[config.mk]
export PLATFORM = sky130hd
export DESIGN_NAME = ip_address_text_parser
export DESIGN_NICKNAME = d
export VERILOG_FILES = /design/src/rtl/iatp_pkg.sv /design/src/rtl/iatp_step.sv /design/src/rtl/iatp_finish.sv /design/src/rtl/ip_address_text_parser.sv
export VERILOG_INCLUDE_DIRS = /design/src /design/src/rtl
export SDC_FILE = /design/constraint.sdc
export NUM_CORES = 2
export LEC_CHECK = 0
export ABC_CLOCK_PERIOD_IN_PS = 13900
export BUFFER_PORTS_ARGS = -buffer_cell sky130_fd_sc_hd__buf_2
export CAP_MARGIN = 20
export CORE_ASPECT_RATIO = 0.9
export CORE_MARGIN = 8
export CORE_UTILIZATION = 30
export DETAILED_ROUTE_END_ITERATION = 10
export PLACE_DENSITY = 0.49
export SKIP_CTS_REPAIR_TIMING = 1
export SYNTH_ARGS = -nofsm -noshare
export SYNTH_HDL_FRONTEND = slang
export SYNTH_HIERARCHICAL = 1
export SYNTH_SLANG_ARGS = --single-unit
[constraint.sdc]
create_clock -name clock -period 13.9 [get_ports clock]
set_input_delay 3.475 -clock clock [delete_from_list [all_inputs] [get_ports clock]]
set_output_delay 3.475 -clock clock [all_outputs]
set_load 0.05 [all_outputs]
[src/rtl/ip_address_text_parser_assert.svh]
// Assertion macros for the address text parser.
`ifndef IP_ADDRESS_TEXT_PARSER_ASSERT_SVH
`define IP_ADDRESS_TEXT_PARSER_ASSERT_SVH
`ifndef ASSERT_OFF
`define IATP_ASSERT_CLK(label, clk, rst, prop, msg) \
   label: assert property (@(posedge clk) disable iff (rst) prop) else $error(msg);
`define IATP_ASSERT_RST(label, clk, prop, msg) \
   label: assert property (@(posedge clk) prop) else $error(msg);
`else
`define IATP_ASSERT_CLK(label, clk, rst, prop, msg)
`define IATP_ASSERT_RST(label, clk, prop, msg)
`endif
`endif

[src/rtl/iatp_pkg.sv]
`timescale 1ns / 1ps
// ---------------------------------------------------------------------------
// iatp_pkg
// Types and constants shared by the address text parser modules.
// ---------------------------------------------------------------------------
package iatp_pkg;

   localparam logic [7:0] CharColon = 8'h3A;
   localparam logic [7:0] CharDot   = 8'h2E;
   localparam logic [7:0] CharZero  = 8'h30;
   localparam logic [9:0] OctetMax  = 10'd255;

   localparam logic [1:0] ErrNone = 2'd0;
   localparam logic [1:0] ErrV4   = 2'd1;
   localparam logic [1:0] ErrV6   = 2'd2;

   typedef enum logic [2:0] {
      PH_START, PH_LEAD, PH_GAP, PH_GROUP, PH_SEP, PH_TAIL
   } phase_type;

   typedef struct packed {
      logic [1:0]  octet_index;
      logic [9:0]  value;
      logic [1:0]  digit_count;
      logic        leading_zero;
      logic [31:0] bytes;
      logic        failed;
   } quad_type;

   typedef struct packed {
      logic [7:0][15:0] words;
      logic [3:0]       count;
      logic [3:0]       gap_pos;
      logic             gap_seen;
      logic [15:0]      hex_value;
      logic [2:0]       digit_count;
      logic [9:0]       dec_value;
      logic             all_dec;
      phase_type        phase;
      logic             failed;
      logic             colon_seen;
   } hex_type;

   typedef struct packed {
      logic        accepted;
      logic        is_v6;
      logic [1:0]  error_kind;
      logic [63:0] addr_high;
      logic [63:0] addr_low;
   } result_type;

   function automatic logic [4:0] hex_digit(input logic [7:0] c);
      // Bit 4 marks a valid hex digit.
      if (c >= 8'h30 && c <= 8'h39) return {1'b1, c[3:0]};
      if ((c >= 8'h61 && c <= 8'h66) || (c >= 8'h41 && c <= 8'h46))
         return {1'b1, c[3:0] + 4'd9};
      return 5'd0;
   endfunction

   function automatic logic is_dec(input logic [7:0] c);
      return c >= 8'h30 && c <= 8'h39;
   endfunction

   function automatic quad_type quad_reset();
      quad_type q;
      q = '0;
      return q;
   endfunction

   function automatic hex_type hex_reset();
      hex_type h;
      h = '0;
      h.all_dec = 1'b1;
      h.phase = PH_START;
      return h;
   endfunction

   // Close the current octet: bit 32 valid, low bits the updated byte word.
   function automatic logic [32:0] quad_close(input quad_type q);
      logic [31:0] b;
      logic ok;
      b = q.bytes;
      ok = q.digit_count != 2'd0 && q.value <= OctetMax &&
           !(q.leading_zero && q.digit_count > 2'd1);
      b[8*(3-q.octet_index) +: 8] = b[8*(3-q.octet_index) +: 8] | q.value[7:0];
      return {ok, b};
   endfunction

endpackage

[src/rtl/iatp_step.sv]
`timescale 1ns / 1ps
// ---------------------------------------------------------------------------
// iatp_step
// Next-state logic for both recognizers for one character.
// ---------------------------------------------------------------------------
module iatp_step import iatp_pkg::*; (
   input  quad_type   quad_cur,
   input  hex_type    hex_cur,
   input  logic [7:0] char_code,
   output quad_type   quad_nxt,
   output hex_type    hex_nxt
);
   logic [4:0]  hd;
   logic [32:0] qc;
   logic [9:0]  cdig;
   quad_type    qa;

   assign hd   = hex_digit(char_code);
   assign cdig = {6'd0, char_code[3:0]};

   always_comb begin
      hex_nxt = hex_cur;
      qa = quad_cur;
      if (char_code == CharColon) hex_nxt.colon_seen = 1'b1;
      if (!hex_cur.failed) begin
         case (hex_cur.phase)
            PH_START: begin
               if (char_code == CharColon) hex_nxt.phase = PH_LEAD;
               else if (hd[4]) begin
                  hex_nxt.hex_value = {12'd0, hd[3:0]};
                  hex_nxt.digit_count = 3'd1;
                  hex_nxt.all_dec = is_dec(char_code);
                  hex_nxt.dec_value = is_dec(char_code) ? cdig : 10'd0;
                  hex_nxt.phase = PH_GROUP;
               end else hex_nxt.failed = 1'b1;
            end
            PH_LEAD: begin
               if (char_code == CharColon) begin
                  hex_nxt.gap_seen = 1'b1;
                  hex_nxt.gap_pos = 4'd0;
                  hex_nxt.phase = PH_GAP;
               end else hex_nxt.failed = 1'b1;
            end
            PH_GAP, PH_SEP: begin
               if (hd[4]) begin
                  if (hex_cur.count >= 4'd8) hex_nxt.failed = 1'b1;
                  else begin
                     hex_nxt.hex_value = {12'd0, hd[3:0]};
                     hex_nxt.digit_count = 3'd1;
                     hex_nxt.all_dec = is_dec(char_code);
                     hex_nxt.dec_value = is_dec(char_code) ? cdig : 10'd0;
                     hex_nxt.phase = PH_GROUP;
                  end
               end else if (char_code == CharColon && hex_cur.phase == PH_SEP &&
                            !hex_cur.gap_seen) begin
                  hex_nxt.gap_seen = 1'b1;
                  hex_nxt.gap_pos = hex_cur.count;
                  hex_nxt.phase = PH_GAP;
               end else hex_nxt.failed = 1'b1;
            end
            PH_GROUP: begin
               if (hd[4]) begin
                  if (hex_cur.digit_count >= 3'd4) hex_nxt.failed = 1'b1;
                  else begin
                     hex_nxt.hex_value = {hex_cur.hex_value[11:0], hd[3:0]};
                     if (is_dec(char_code)) begin
                        if (hex_cur.digit_count < 3'd3)
                           hex_nxt.dec_value = 10'(hex_cur.dec_value * 10'd10 + cdig);
                     end else hex_nxt.all_dec = 1'b0;
                     hex_nxt.digit_count = hex_cur.digit_count + 3'd1;
                  end
               end else if (char_code == CharColon) begin
                  hex_nxt.words[hex_cur.count[2:0]] = hex_cur.hex_value;
                  hex_nxt.count = hex_cur.count + 4'd1;
                  hex_nxt.phase = PH_SEP;
               end else if (char_code == CharDot && hex_cur.all_dec &&
                            hex_cur.digit_count <= 3'd3 && hex_cur.count <= 4'd6 &&
                            hex_cur.colon_seen) begin
                  qa.octet_index = 2'd0;
                  qa.value = hex_cur.dec_value;
                  qa.digit_count = hex_cur.digit_count[1:0];
                  qa.leading_zero = hex_cur.digit_count > 3'd1 &&
                     hex_cur.dec_value < ((hex_cur.digit_count == 3'd2) ? 10'd10 : 10'd100);
                  qa.bytes = '0;
                  qa.failed = 1'b0;
                  hex_nxt.phase = PH_TAIL;
               end else hex_nxt.failed = 1'b1;
            end
            PH_TAIL: ;
            default: hex_nxt.failed = 1'b1;
         endcase
      end
   end

   assign qc = quad_close(qa);

   always_comb begin
      quad_nxt = qa;
      if (!qa.failed) begin
         if (is_dec(char_code)) begin
            if (qa.digit_count == 2'd3) quad_nxt.failed = 1'b1;
            else begin
               if (qa.digit_count == 2'd0) quad_nxt.leading_zero = char_code == CharZero;
               quad_nxt.value = 10'(qa.value * 10'd10 + cdig);
               quad_nxt.digit_count = qa.digit_count + 2'd1;
            end
         end else if (char_code == CharDot) begin
            if (qa.octet_index == 2'd3 || !qc[32]) quad_nxt.failed = 1'b1;
            else begin
               quad_nxt.bytes = qc[31:0];
               quad_nxt.octet_index = qa.octet_index + 2'd1;
               quad_nxt.value = '0;
               quad_nxt.digit_count = '0;
               quad_nxt.leading_zero = 1'b0;
            end
         end else quad_nxt.failed = 1'b1;
      end
   end
endmodule

[src/rtl/iatp_finish.sv]
`timescale 1ns / 1ps
// ---------------------------------------------------------------------------
// iatp_finish
// Builds the result from the recognizer state after the last character.
// ---------------------------------------------------------------------------
module iatp_finish import iatp_pkg::*; (
   input  quad_type   quad_fin,
   input  hex_type    hex_fin,
   output result_type result
);
   logic [32:0]      qc;
   logic [7:0][15:0] w;
   logic [3:0]       cnt;
   logic             hfail, v4_ok, v6_ok;
   logic [3:0]       fill;
   logic [3:0]       src;
   logic [15:0]      outw [8];

   assign qc = quad_close(quad_fin);

   always_comb begin
      w = hex_fin.words;
      cnt = hex_fin.count;
      hfail = hex_fin.failed;
      v4_ok = 1'b0;
      if (hex_fin.phase == PH_TAIL) begin
         if (!hex_fin.failed && !quad_fin.failed && quad_fin.octet_index == 2'd3 &&
             qc[32]) begin
            w[cnt[2:0]] = qc[31:16];
            w[3'(cnt + 4'd1)] = qc[15:0];
            cnt = cnt + 4'd2;
         end else hfail = 1'b1;
      end else begin
         v4_ok = !quad_fin.failed && quad_fin.octet_index == 2'd3 && qc[32];
         if (hex_fin.phase == PH_GROUP) begin
            w[cnt[2:0]] = hex_fin.hex_value;
            cnt = cnt + 4'd1;
         end else if (hex_fin.phase != PH_GAP) hfail = 1'b1;
      end
      v6_ok = !v4_ok && !hfail &&
              (hex_fin.gap_seen ? (cnt < 4'd8) : (cnt == 4'd8));
      fill = 4'd8 - cnt;
      for (int k = 0; k < 8; k++) begin
         src = 4'(k) - fill;
         if (!hex_fin.gap_seen || 4'(k) < hex_fin.gap_pos) outw[k] = w[k];
         else if (5'(k) >= 5'(hex_fin.gap_pos) + 5'(fill)) outw[k] = w[src[2:0]];
         else outw[k] = '0;
      end
      result = '0;
      if (v4_ok) begin
         result.accepted = 1'b1;
         result.addr_high = {qc[31:0], 32'd0};
      end else if (v6_ok) begin
         result.accepted = 1'b1;
         result.is_v6 = 1'b1;
         result.addr_high = {outw[0], outw[1], outw[2], outw[3]};
         result.addr_low  = {outw[4], outw[5], outw[6], outw[7]};
      end else result.error_kind = hex_fin.colon_seen ? ErrV6 : ErrV4;
   end
endmodule

[src/rtl/ip_address_text_parser.sv]
`timescale 1ns / 1ps
// ---------------------------------------------------------------------------
// ip_address_text_parser
// Streams address text and reports an IPv4 or IPv6 address or an error.
// ---------------------------------------------------------------------------
// Usage: each request carries one character (req_char_code) and a flag
// (req_last_char) marking the final character of the string. An IPv4 and an
// IPv6 recognizer advance together on every character; their state lives in
// registers updated once per accepted request.
// Only the request with the last-character flag produces a response, with
// accepted, is_v6, error_kind and the 128-bit address split over
// rsp_addr_high and rsp_addr_low. After it both recognizers return to the
// start state, so the next request begins a new string.
// Throughput is one character per cycle while req_ready is high. The response
// appears in the cycle after the last character is accepted, held in a single
// output register. A request is taken while that register is empty or being
// drained in the same cycle, so a stalled receiver holds the response and
// back-pressures the sender only while the result is not taken.
// Reset clears the recognizer state and drops any pending response.
// ---------------------------------------------------------------------------
module ip_address_text_parser import iatp_pkg::*; (
   input  logic        clock,
   input  logic        reset,
   input  logic        req_valid,
   output logic        req_ready,
   input  logic [7:0]  req_char_code,
   input  logic        req_last_char,
   output logic        rsp_valid,
   input  logic        rsp_ready,
   output logic        rsp_accepted,
   output logic        rsp_is_v6,
   output logic [1:0]  rsp_error_kind,
   output logic [63:0] rsp_addr_high,
   output logic [63:0] rsp_addr_low
);
`include "ip_address_text_parser_assert.svh"

   quad_type   quad_ff, quad_in, quad_step;
   hex_type    hex_ff, hex_in, hex_step;
   result_type res_ff, res_in, res_comb;
   logic       valid_ff, valid_in;
   logic       take;

   // The parser state registers act as the input register.
   iatp_step u_step (
      .quad_cur (quad_ff),
      .hex_cur  (hex_ff),
      .char_code(req_char_code),
      .quad_nxt (quad_step),
      .hex_nxt  (hex_step)
   );

   iatp_finish u_finish (
      .quad_fin(quad_step),
      .hex_fin (hex_step),
      .result  (res_comb)
   );

   assign req_ready = !valid_ff || rsp_ready;
   assign take      = req_valid && req_ready;

   always_comb begin
      quad_in  = quad_ff;
      hex_in   = hex_ff;
      res_in   = res_ff;
      valid_in = valid_ff && !rsp_ready;
      if (take) begin
         if (req_last_char) begin
            quad_in  = quad_reset();
            hex_in   = hex_reset();
            res_in   = res_comb;
            valid_in = 1'b1;
         end else begin
            quad_in = quad_step;
            hex_in  = hex_step;
         end
      end
   end

   always_ff @(posedge clock) begin
      if (reset) begin
         quad_ff  <= quad_reset();
         hex_ff   <= hex_reset();
         valid_ff <= 1'b0;
      end else begin
         quad_ff  <= quad_in;
         hex_ff   <= hex_in;
         valid_ff <= valid_in;
      end
      res_ff <= res_in;
   end

   assign rsp_valid      = valid_ff;
   assign rsp_accepted   = res_ff.accepted;
   assign rsp_is_v6      = res_ff.is_v6;
   assign rsp_error_kind = res_ff.error_kind;
   assign rsp_addr_high  = res_ff.addr_high;
   assign rsp_addr_low   = res_ff.addr_low;

   `IATP_ASSERT_CLK(a_resp_after_last, clock, reset,
      req_valid && req_ready && req_last_char |=> rsp_valid,
      "Last character did not produce a response.")
   `IATP_ASSERT_CLK(a_err_consistent, clock, reset,
      rsp_valid |-> (rsp_accepted == (rsp_error_kind == ErrNone)),
      "Accepted flag disagrees with error kind.")
   `IATP_ASSERT_CLK(a_v4_low_zero, clock, reset,
      rsp_valid && rsp_accepted && !rsp_is_v6 |-> rsp_addr_low == 64'd0,
      "IPv4 result has nonzero low word.")
   `IATP_ASSERT_RST(a_reset_clears, clock,
      reset |=> !rsp_valid,
      "Response valid right after reset.")
endmodule

Yosys cells after proc, flatten, opt, wreduce, memory -nomap -nowiden
Index checks and enable logic that the tools add are counted.
W data, S select, Z words.
{"block": "word_totals", "latchBits": 0, "in_bits": 13, "regBits": 353, "out_inout_bits": 134, "n_memories": 0, "word_cells": 328, "rom_bits": 0, "ram_bits": 0}
{"block": "classes", "bitwise": 3, "n_mul": 2, "mux": 127, "n_reduce_logical": 62, "n_eq_ne": 26, "n_addsub": 23, "shift": 6, "div": 0, "magnitude_cmp": 48}
{"cell": "$bwmux W128", "count": 4}
{"cell": "$mux W128", "count": 4}
{"cell": "$mux W16", "count": 27}
{"cell": "$mux W132", "count": 3}
{"cell": "$bmux W16 S3", "count": 8}
{"cell": "$mux W48", "count": 7}
{"cell": "$mux W172", "count": 1}
{"cell": "$mux W171", "count": 1}
{"cell": "$demux W16 S3", "count": 3}
{"cell": "$mux W30", "count": 4}
{"cell": "$mux W47", "count": 2}
{"cell": "$pmux W30 S3", "count": 1}
{"cell": "$neg A32 Y34", "count": 2}
{"cell": "$shift A8 B34 Y32 const A", "count": 2}
{"cell": "$shiftx A8 B34 Y32", "count": 2}
{"cell": "$mux W33", "count": 2}
{"cell": "$shiftx A32 B33 Y8", "count": 2}
{"cell": "$bwmux W32", "count": 2}
{"cell": "$mux W64", "count": 1}
{"cell": "$lt A3 B4 Y1 const B", "count": 11}
{"cell": "$mux W5", "count": 7}
{"cell": "$mux W32", "count": 1}
{"cell": "$logic_and A1 B1 Y1", "count": 28}
{"cell": "$mux W1", "count": 27}
{"cell": "other kinds (65)", "count": 145}

Logic depth before layout (Yosys ltp)
{"block": "depth", "depth_word": 35, "mapped_depth": 42, "depth_no_buf": 32}

Cells and area by module
Netlist, hierarchy kept.
{"module": "iatp_finish", "seq_area_each_um2": 0.0, "cells_each": 2119, "n_inst": 1, "area_each_um2": 13788.2}
{"module": "ip_address_text_parser", "seq_area_each_um2": 8388.0, "cells_each": 1166, "n_inst": 1, "area_each_um2": 13460.4}
{"module": "iatp_step", "seq_area_each_um2": 0.0, "cells_each": 689, "n_inst": 1, "area_each_um2": 5627.9}

Worst setup path after synthesis
No wires, ideal clock.
{"block": "synth_path", "path_type": "input to register", "from": "input req_char_code[0]", "to": "register res_ff, in the netlist rsp_addr_low[44], data pin", "setup_ns": 0.259, "path_slack_ns": 1.743, "n_path_buf": 9, "required_ns": 13.641, "arrival_time_ns": 11.898, "stages": 40, "path_cell_list": "inv_1 > ha_1 > and4b_1 > nand3_1 > or2_2 > buf_2 > clkbuf_1 > o21ai_0 > ha_1 > ha_1 > fa_1 > a21o_1 > a21oi_1 > xor2_1 > nor3_1 > xnor3_1 > mux2i_1 > nor4b_4 > [... 4 more ...] > buf_2 > nor3_1 > a21oi_1 > o21ai_0 > ha_1 > inv_2 > buf_1 > clkbuf_1 > ha_1 > a21o_1 > and4_1 > o21ai_0 > or2_1 > a211oi_2 > nand3_1 > clkbuf_1 > a21oi_1 > a211o_1"}
{"element": "start, declared", "line": "ip_address_text_parser.sv:26", "text": "input logic [7:0] req_char_code,"}
{"element": "end signal, assigned", "line": "ip_address_text_parser.sv:90", "text": "res_ff <= res_in;"}
{"element": "end, declared", "line": "ip_address_text_parser.sv:40", "text": "result_type res_ff, res_in, res_comb;"}

==> metrics.cfg <==
[global_routing]
track_usage=0.272
overflow=0
grt_use_met3=0.0470
grt_pass1_vias=32900
grt_pass1_wl_mm=244
busiest_layer=met2
antenna_found_initial=13
grt_max_degree=110
met1_usage=0.375
met2_usage=0.411

[die]
num_rows=115
die-area_um2=120000
start_util=0.302
ioPinCount=147
fp.coreArea_um2=109000
die_w_um=365
chipHeight_um=330

[finish]
final_common_cell=a21oi_1
multi_input_area_um2=22400
most-common-layout-cells=a21oi_1 (391), o21ai_0 (340), nand2_1 (239), nand4b_1 (226), dfxtp_1 (221)
nFillCells=11500
drive_above_1_share=0.156
nets=3961
syn2layout_area_growth_pct=9.40
final_core_util=0.330
seqCellArea_um2=8390

[place]
gp_congestion=0.987
dpl.hpwl_mm=128
port_buffers=146
place_ws_ns=1.12

[power_and_ir_drop]
powerDensity_nw_per_um2=72.1
irDropWorstVdd_v=0.0000860
p_leak_nw=12.2

[worst_setup_path]
r2r_end=rsp_addr_low[36]$_DFFE_PP_
cp-end-kind=register
worstPathMaxFanout=26
slowest_stage=nand3_1
cpMostUsedCell=ha_1
crit_start=req_char_code[0]
crit_required_ns=14.30
r2r-start=hex_ff[2]$_SDFFE_PP0P_
cp-endpoint=rsp_addr_low[36]$_DFFE_PP_
cp_data_arrival_time_ns=12.70
rr_worst_depth=29
slowest_delay_ns=0.74
cp-start-kind=primary input
worstSetupPathType=primary input to register
reg2reg_slack_ns=4.03

[timing]
timing.final.crit_share=0.884
skew_ns=0.0338
rsz0062_at_grt=false
worst_slew_pin_slew_ns=1.26
max_freq_mhz=81.3
setup_tns_ns=0
finalHoldViolations=0
worst_slack_ns=1.61
finalSetupViolCount=0
drv_slew=0
slew_headroom=0.154
finalCriticalPeriod_ns=12.29

[worst_hold_path]
min_path_type=register to register

[synth]
synth_cells=3974
synth.distinct_cells=124
synthFlopType=dfxtp_1
syn_nets=4055
async_flop_share=0
ys_seq_area_frac=0.255
ys_warn_count=6
synth-seq-cells=353
synth_area_um2=32900
synth_area_per_cell_um2=8.27
synth_edf_count=132

[clocking]
cts.sinks=353
clk_pin_slew_ns=0.06
cts_root_buf=clkbuf_16
clock_path_buffers=3
cts-buffers-inserted=48
cts_tree=done
htree_levels=2
insertion_delay_ns=0.65

[drt]
drcViolationCount=0
drtIter0Drc=5206
wirelength_mm=173
vias=35800
viasPerCell=6.64
drt-wirelength-per-cell_um=32.2
ant_nets=0
dr.pass1.iters=6

[status]
status=completed

[job]
cap_violations=0

## final cells by class
type                            count  area share
Inverter                           63     0.00685
Tap cell                         1462      0.0509
Antenna cell                        2    0.000139
Multi-Input combinational cell   3166       0.622
Timing Repair Buffer              248      0.0426
Clock buffer                       69      0.0380
Clock inverter                     21     0.00619
Sequential cell                   353       0.233
## worst max-delay path: cells and delay by family
kind | cells | cell delay (ns)
buffers and inverters | 4 | 0.59
XOR/XNOR | 2 | 0.59
AND/OR/NAND/NOR | 10 | 3.29
AO/OA/AOI/OAI | 9 | 2.52
multiplexers | 1 | 0.14
adder cells (fa/ha/maj) | 6 | 2.08
## power by group
group	internal, mW	total (mW)	leakage [nW]	switching (mW)
clock	0.745	1.29	0.787	0.547
combinational	0.0433	0.208	8.30	0.165
sequential	1.08	1.09	3.07	0.0112
## cells by family (layout without fill, tap and decap cells)
kind of cell    Yosys count  count (layout)  share of synthesized area
fa+ha+maj                68              68                     0.0270
other cells               0               2                          0
mux                     307             307                      0.111
xor+xnor                 41              41                     0.0124
flops                   353             353                      0.255
buf+inv                 455             401                     0.0685
compound gates         1642            1642                      0.325
simple gates           1108            1108                      0.200
## cell usage after synthesis (all sizes together), types with 16 or more instances
master / instances / area [µm²]
a2111oi: 21 / 213
a211o: 38 / 334
a211oi: 126 / 978
a21o: 20 / 150
a21oi: 393 / 1970
a221oi: 45 / 394
a22o: 51 / 447
a22oi: 37 / 278
a2bb2oi: 22 / 193
a31oi: 53 / 344
and2: 34 / 213
and3: 62 / 388
buf: 207 / 1290
clkbuf: 185 / 718
dfxtp: 221 / 4420
edfxtp: 132 / 3960
ha: 63 / 788
inv: 63 / 241
mux2: 171 / 2080
mux2i: 120 / 1210
mux4: 16 / 360
nand2: 240 / 908
nand2b: 47 / 294
nand3: 65 / 370
nand4: 32 / 206
nand4b: 226 / 1980
nor2: 185 / 699
nor2b: 25 / 164
nor3: 68 / 368
nor3b: 18 / 151
nor4: 19 / 140
o211ai: 73 / 558
o21a: 27 / 203
o21ai: 460 / 2310
o221ai: 33 / 289
o22a: 16 / 140
o22ai: 47 / 294
o31a: 16 / 140
o31ai: 30 / 230
or3: 25 / 156
xnor2: 24 / 218
## layer usage
layer / vias to the layer above / routed length, µm
met5: - / 55
met4: 8 / 9480
met3: 415 / 16700
met2: 2177 / 74400
met1: 17800 / 72800
li1: 15400 / -
## sequential cells by signal, indices dropped and copies added, names as in the netlist
register / count
hex_ff: 172
quad_ff: 48
rsp_accepted: 1
rsp_addr_high: 64
rsp_addr_low: 64
rsp_error_kind: 2
rsp_is_v6: 1
rsp_valid: 1
## worst min-delay path by stage
stage | start | cells past startpoint | end | slack (ns)
2_1_floorplan | hex_ff[44]$_SDFFE_PP0P_ | 2 | hex_ff[44]$_SDFFE_PP0P_ | 0.45
3_5_place_dp | hex_ff[141]$_SDFFE_PP0P_ | 2 | hex_ff[141]$_SDFFE_PP0P_ | 0.46
3_3_place_gp | hex_ff[83]$_SDFFE_PP0P_ | 2 | hex_ff[83]$_SDFFE_PP0P_ | 0.45
6_report | hex_ff[100]$_SDFFE_PP0P_ | 2 | hex_ff[100]$_SDFFE_PP0P_ | 0.47
5_1_grt | hex_ff[137]$_SDFFE_PP0P_ | 2 | hex_ff[137]$_SDFFE_PP0P_ | 0.49
4_1_cts | hex_ff[141]$_SDFFE_PP0P_ | 2 | hex_ff[141]$_SDFFE_PP0P_ | 0.47
## stage by stage
step	area, µm²	hold WS, ns	std cells	power, mW
floorplan	32900	0.446	3974	1.26
global placement	34300	0.454	5288	1.32
detailed placement	34300	0.462	5291	1.32
CTS	35900	0.470	5381	2.62
global route	36000	0.488	5382	2.66
finish	36000	0.470	5384	2.59
No activity file was read; power rests on OpenSTA's default activity.
